## config.mk

```make
export PLATFORM = sky130hd
export DESIGN_NAME = lzx_mem
export DESIGN_NICKNAME = d
export VERILOG_FILES = /design/src/hdl/lz77_lazy_phrase_extractor_macros.svh /design/src/hdl/lzx_mem.sv
export SDC_FILE = /design/constraint.sdc
export NUM_CORES = 1
export LEC_CHECK = 0
export CORE_ASPECT_RATIO = 1.1
export CORE_MARGIN = 1.5
export CORE_UTILIZATION = 40
export CTS_CLUSTER_SIZE = 30
export DETAILED_ROUTE_END_ITERATION = 8
export DONT_BUFFER_PORTS = 1
export GPL_TIMING_DRIVEN = 0
export PLACE_DENSITY = 0.55
export SETUP_SLACK_MARGIN = 0.5
export SYNTH_ARGS = -nofsm -noshare
export SYNTH_HDL_FRONTEND = slang
export SYNTH_SLANG_ARGS = --single-unit
export TNS_END_PERCENT = 10
```

## constraint.sdc

```tcl
create_clock -name i_clk -period 1.8 [get_ports i_clk]
set_input_delay 0.36 -clock i_clk [delete_from_list [all_inputs] [get_ports i_clk]]
set_output_delay 0.36 -clock i_clk [all_outputs]
set_load 0.005 [all_outputs]
```

## src/hdl/lz77_lazy_phrase_extractor_macros.svh

```systemverilog
// assertion helpers for the phrase extractor
`ifndef LZ77_LAZY_PHRASE_EXTRACTOR_MACROS_SVH
`define LZ77_LAZY_PHRASE_EXTRACTOR_MACROS_SVH
`define LZX_ASSERT_IMP(label, clk, rst_n, ante, cons) \
    label: assert property (@(posedge clk) disable iff (!rst_n) (ante) |-> (cons)) \
        else $error("assertion failed");
`define LZX_ASSERT_NEXT(label, clk, rst_n, ante, cons) \
    label: assert property (@(posedge clk) disable iff (!rst_n) (ante) |=> (cons)) \
        else $error("assertion failed");
`endif

```

## src/hdl/lzx_mem.sv

```systemverilog
// single-port synchronous memory with registered read data
module lzx_mem #(
    parameter int unsigned DEPTH = 16,
    parameter int unsigned AW    = 4,
    parameter int unsigned DW    = 8
) (
    input  logic          i_clk,
    input  logic          i_we,
    input  logic [AW-1:0] i_addr,
    input  logic [DW-1:0] i_wdata,
    output logic [DW-1:0] o_rdata
);
    logic [DW-1:0] r_mem [DEPTH];
    logic [DW-1:0] r_rdata;

    always_ff @(posedge i_clk) begin
        if (i_we) begin
            r_mem[i_addr] <= i_wdata;
        end
        r_rdata <= r_mem[i_addr];
    end

    assign o_rdata = r_rdata;
endmodule

```

# == Word-level counts from Yosys, hierarchy flattened ==
# Memories as Yosys holds them, arrays and structs flattened. A register that Yosys moved wholly into a read port is not among the register bits.
# Index checks and enable logic that the tools add are counted.
# totals
in_bits,14
ram_bits,128
output_inout_bits,8
ff_bits,0
word_cells,3
memories,1
# classes
n_mux,2
# memory_table
memory,depth,word_bits,read_ports,rd_clocked_by_memory_dff,write_ports,line_no,source
r_mem,16,8,1,1,1,lzx_mem.sv:13,logic [DW-1:0] r_mem [DEPTH];
# ops
operator,n
$mux 1,2

# == Longest topological paths before layout ==
# depth
depth_word,2
mapped_depth,5
depth_no_buf,3

# == Least setup slack after synthesis ==
# No wires, ideal clock.
# synth_timing
kind,input port to flip-flop
from,input port i_addr[2]
to,"memory r_mem[0][0], enable pin"
required_ns,1.417
setup_time_ns,0.383
setup_slack_ns,-0.053
arrival_ns,1.470
n_path_buf,0
path_stages,2
cell_sequence,or3b_2 nor3_1
# synth_rtl
item,line_no,source
from (decl),lzx_mem.sv:9,"input logic [AW-1:0] i_addr,"
to (decl),lzx_mem.sv:13,
# Straight into the memory's write port.

==> results.md <==
| Item | Value | Unit |
|---|---|---|
| Result of the run | completed | - |
| Synthesized netlist net count | 244 | - |
| Via count | 2252 | - |
| Worst path bufs/invs | 0 | - |
| Number of distinct library cells after synthesis | 18 | - |
| Post-synthesis instance area | 5070 | sq um |
| Critical Path End Type | flip-flop | - |
| Pin count of the biggest net entering global routing | 17 | - |
| Lkg Pwr | 1.90 | nW |
| Period Utilization, post-route | 75.9 | % |
| Register bit total from synthesis | 136 | - |
| Max transition margin | 65.9 | % |
| Global-route total usage across every layer | 17.3 | % |
| Placeable Area | 12200 | sq um |
| H-tree lvl count | 4 | - |
| Slowest-stage cell, CP | sky130_fd_sc_hd__mux4_2 | - |
| Critical path data arrival time | 1650 | ps |
| Pwr/cell area | 1210 | nW/um^2 |
| Clock root buffer master | sky130_fd_sc_hd__clkbuf_16 | - |
| CTS max path bufs | 2 | - |
| Total Power Consumption | 0.00732 | W |
| Ordered cell list for the critical path | mux4_2 -> a22oi_2 -> nand2_1 | - |
| Total Routed Length | 9850 | um |
| Worst voltage drop across the vdd grid | 0.000797 | V |
| Peak clock frequency supported by timing | 731 | MHz |
| Count of endpoints failing setup in the final report | 0 | - |
| Number of standard-cell rows in the floorplan | 42 | - |
| Routed via count divided by cell count | 5.43 | - |
| Setup repair after global routing missed its margin | yes | - |
| Sink Count | 136 | - |
| Total I/O pin count | 22 | - |
| Wire length per cell after detailed routing | 23.7 | um |
| Post-CTS Repair Setup Buffers | 0 | - |
| Total Negative Setup Slacks | 0 | ps |
| Share of synthesized area occupied by flip-flops and latches | 79.0 | % |
| CTS buffer count | 17 | - |
| Die ar. | 13400 | sq um |
| Weighted congestion reported at the end of routability-driven placement | 0.747 | - |
| Nets@finish | 263 | - |
| Largest area contributor in the netlist | sky130_fd_sc_hd__edfxtp_1 | - |
| Synth-to-Final Area Change | 19.8 | % |
| Final hold violations | 0 | - |
| Max Cap Violations | 0 | - |
| Violation count after the first detailed-routing iteration | 113 | - |
| Launching element type of the critical path | flip-flop | - |
| Clock period minus worst slack | 1370 | ps |
| Die span in x | 110 | um |
| Cell types with the largest area share after synthesis | sky130_fd_sc_hd__edfxtp_1 76%, sky130_fd_sc_hd__mux4_2 14%, sky130_fd_sc_hd__dfxtp_1 3.2% | - |
| Hold crit path type | in2reg | - |
| Number of warnings printed during yosys synthesis | 0 | - |
| Final critical-path setup slack | 433 | ps |
| Layout Skew | 6.58 | ps |
| I/O Buffers | 0 | - |
| Proportion of layout cells with a drive suffix above 1 | 36.4 | % |
| Type of the setup path with the least slack | reg2reg | - |
| Fraction of post-synthesis cell area in the top cell type by area | 75.9 | % |
| Number of diodes | 0 | - |
| Top Family by Delay on Critical Path | multiplexers | - |
| Transition time at the pin with the least slew margin | 510 | ps |
| Routed Antenna Nets | 0 | - |
| Required time of the worst setup path | 2080 | ps |
| Worst Setup Slack post-DPL | -126 | ps |
| Number of hold buffers added after CTS | 0 | - |
| Number of detailed-routing iterations run before antenna repair | 4 | - |
| First-pass GRT wire length | 15000 | um |
| Number of global-route vias before repair | 2390 | - |
| Clk Latency, worst-skew pair | 420 | ps |
| Number of remaining DRC errors | 0 | - |
| Overflow after GRT | 0 | - |
| Mean post-synth cell area | 22.0 | sq um |
| Max Transition Viols Final | 0 | - |
| CTS tree | done | - |
| Initial core utilization | 41.6 | % |
| Floorplan die height | 121 | um |
| Hpwl dp | 6290 | um |
| Antenna violations before repair | 0 | - |
| Peak per-stage delay on the critical path | 510 | ps |
| Maximum net fanout on the critical path | 1 | - |
| Number of cells produced by synthesis | 230 | - |
| Register clock-pin slew on the reported worst setup and hold paths | 60 | ps |
placed cells by master (no fill, tap or decap):
master,instances
sky130_fd_sc_hd__nor2_4,12
sky130_fd_sc_hd__edfxtp_1,128
sky130_fd_sc_hd__nor2b_1,2
sky130_fd_sc_hd__a22oi_1,9
sky130_fd_sc_hd__buf_4,2
sky130_fd_sc_hd__clkinv_1,4
sky130_fd_sc_hd__clkbuf_16,17
sky130_fd_sc_hd__a22oi_2,7
sky130_fd_sc_hd__or3b_4,1
sky130_fd_sc_hd__bufinv_16,4
sky130_fd_sc_hd__nor2_1,1
sky130_fd_sc_hd__nand2_1,8
sky130_fd_sc_hd__mux4_2,32
sky130_fd_sc_hd__nand3b_1,2
sky130_fd_sc_hd__clkinv_2,5
sky130_fd_sc_hd__buf_8,2
sky130_fd_sc_hd__clkbuf_1,2
sky130_fd_sc_hd__and2_1,1
sky130_fd_sc_hd__clkbuf_2,2
sky130_fd_sc_hd__buf_2,1
sky130_fd_sc_hd__nand2_2,1
sky130_fd_sc_hd__nand2b_4,1
sky130_fd_sc_hd__nand2b_2,1
sky130_fd_sc_hd__nand3_2,1
sky130_fd_sc_hd__buf_1,1
sky130_fd_sc_hd__buf_6,2
sky130_fd_sc_hd__nor3_4,4
sky130_fd_sc_hd__dfxtp_1,8
what timing repair did:
action | 4_1_cts | 5_1_grt
resized for setup | 8 | 1
pin swaps | 1 | 4
endpoints found under the setup margin | 8 | 8
Yosys cell counts:
cell	count
sky130_fd_sc_hd__buf_1	4
sky130_fd_sc_hd__a22oi_1	16
sky130_fd_sc_hd__nand2_1	9
sky130_fd_sc_hd__nor2b_1	2
sky130_fd_sc_hd__dfxtp_1	8
sky130_fd_sc_hd__nand2b_1	2
sky130_fd_sc_hd__buf_6	2
sky130_fd_sc_hd__or3b_2	1
sky130_fd_sc_hd__and2_1	1
sky130_fd_sc_hd__buf_2	2
sky130_fd_sc_hd__clkbuf_1	2
sky130_fd_sc_hd__nand3_1	1
sky130_fd_sc_hd__clkbuf_2	1
sky130_fd_sc_hd__nor3_1	4
sky130_fd_sc_hd__mux4_2	32
sky130_fd_sc_hd__edfxtp_1	128
sky130_fd_sc_hd__nand3b_1	2
sky130_fd_sc_hd__nor2_1	13
report_power, final:
part           switching, W  total [W]  internal, W
Sequential        0.0000209    0.00357      0.00354
Combinational      0.000160   0.000291     0.000130
Clock               0.00119    0.00347      0.00227
Total               0.00138    0.00732      0.00595
worst register-to-register path: cells and delay by family (launching register included):
| kind | cells | cell delay [ps] |
|---|---|---|
| simple gates | 1 | 130 |
| flops | 1 | 360 |
| mux | 1 | 510 |
| compound gates | 1 | 250 |
sequential cells by signal, summed over array words and instances, names as in the netlist:
| register | flops |
|---|---|
| o_rdata | 8 |
| r_mem | 128 |
per-stage QoR:
stage | utilization (%) | hold slack, ps | instances | area (sq um)
floorplan | - | 459 | 230 | 5250
global placement | 44.6 | 460 | 384 | 5440
detailed placement | 44.6 | 460 | 384 | 5440
CTS | 49.7 | 17.5 | 415 | 6060
global route | 49.8 | 11.1 | 415 | 6070
finish | 49.8 | 36.9 | 415 | 6070
final timing paths:
check	cells past startpoint	slack (ps)	startpoint	to
max	3	430	r_mem[11][1]	o_rdata[1]
min	0	40	i_wdata[2]	r_mem[12][2]
max reg2reg	3	430	r_mem[11][1]	o_rdata[1]
min reg2reg	3	690	r_mem[7][0]	o_rdata[0]
layout make-up:
| type | instances | area (sq um) |
|---|---|---|
| Tap cell | 154 | 193 |
| Multi-Input combinational cell | 83 | 1190 |
| Sequential cell | 136 | 4000 |
| Clock buffer | 18 | 429 |
| Fill cell | 1013 | 6120 |
| Buffer | 11 | 90.1 |
| Clock inverter | 13 | 160 |
cell families (layout without fill, tap and decap cells):
logic type / count (synthesis) / count (layout) / synth area share, %
simple gates: 35 / 35 / 3.21
buf+inv: 11 / 42 / 1.19
flops: 136 / 136 / 79.0
compound gates: 16 / 16 / 2.37
mux: 32 / 32 / 14.2
layer usage:
layer	up-vias	routed length [um]	track usage (%)
met1	1181	4270	22.3
met3	12	607	7.73
li1	1007	-	-
met4	0	157	6.49
met2	52	4820	25.7
met5	-	0	0
Note: power is estimated with default switching activity, not from simulation.
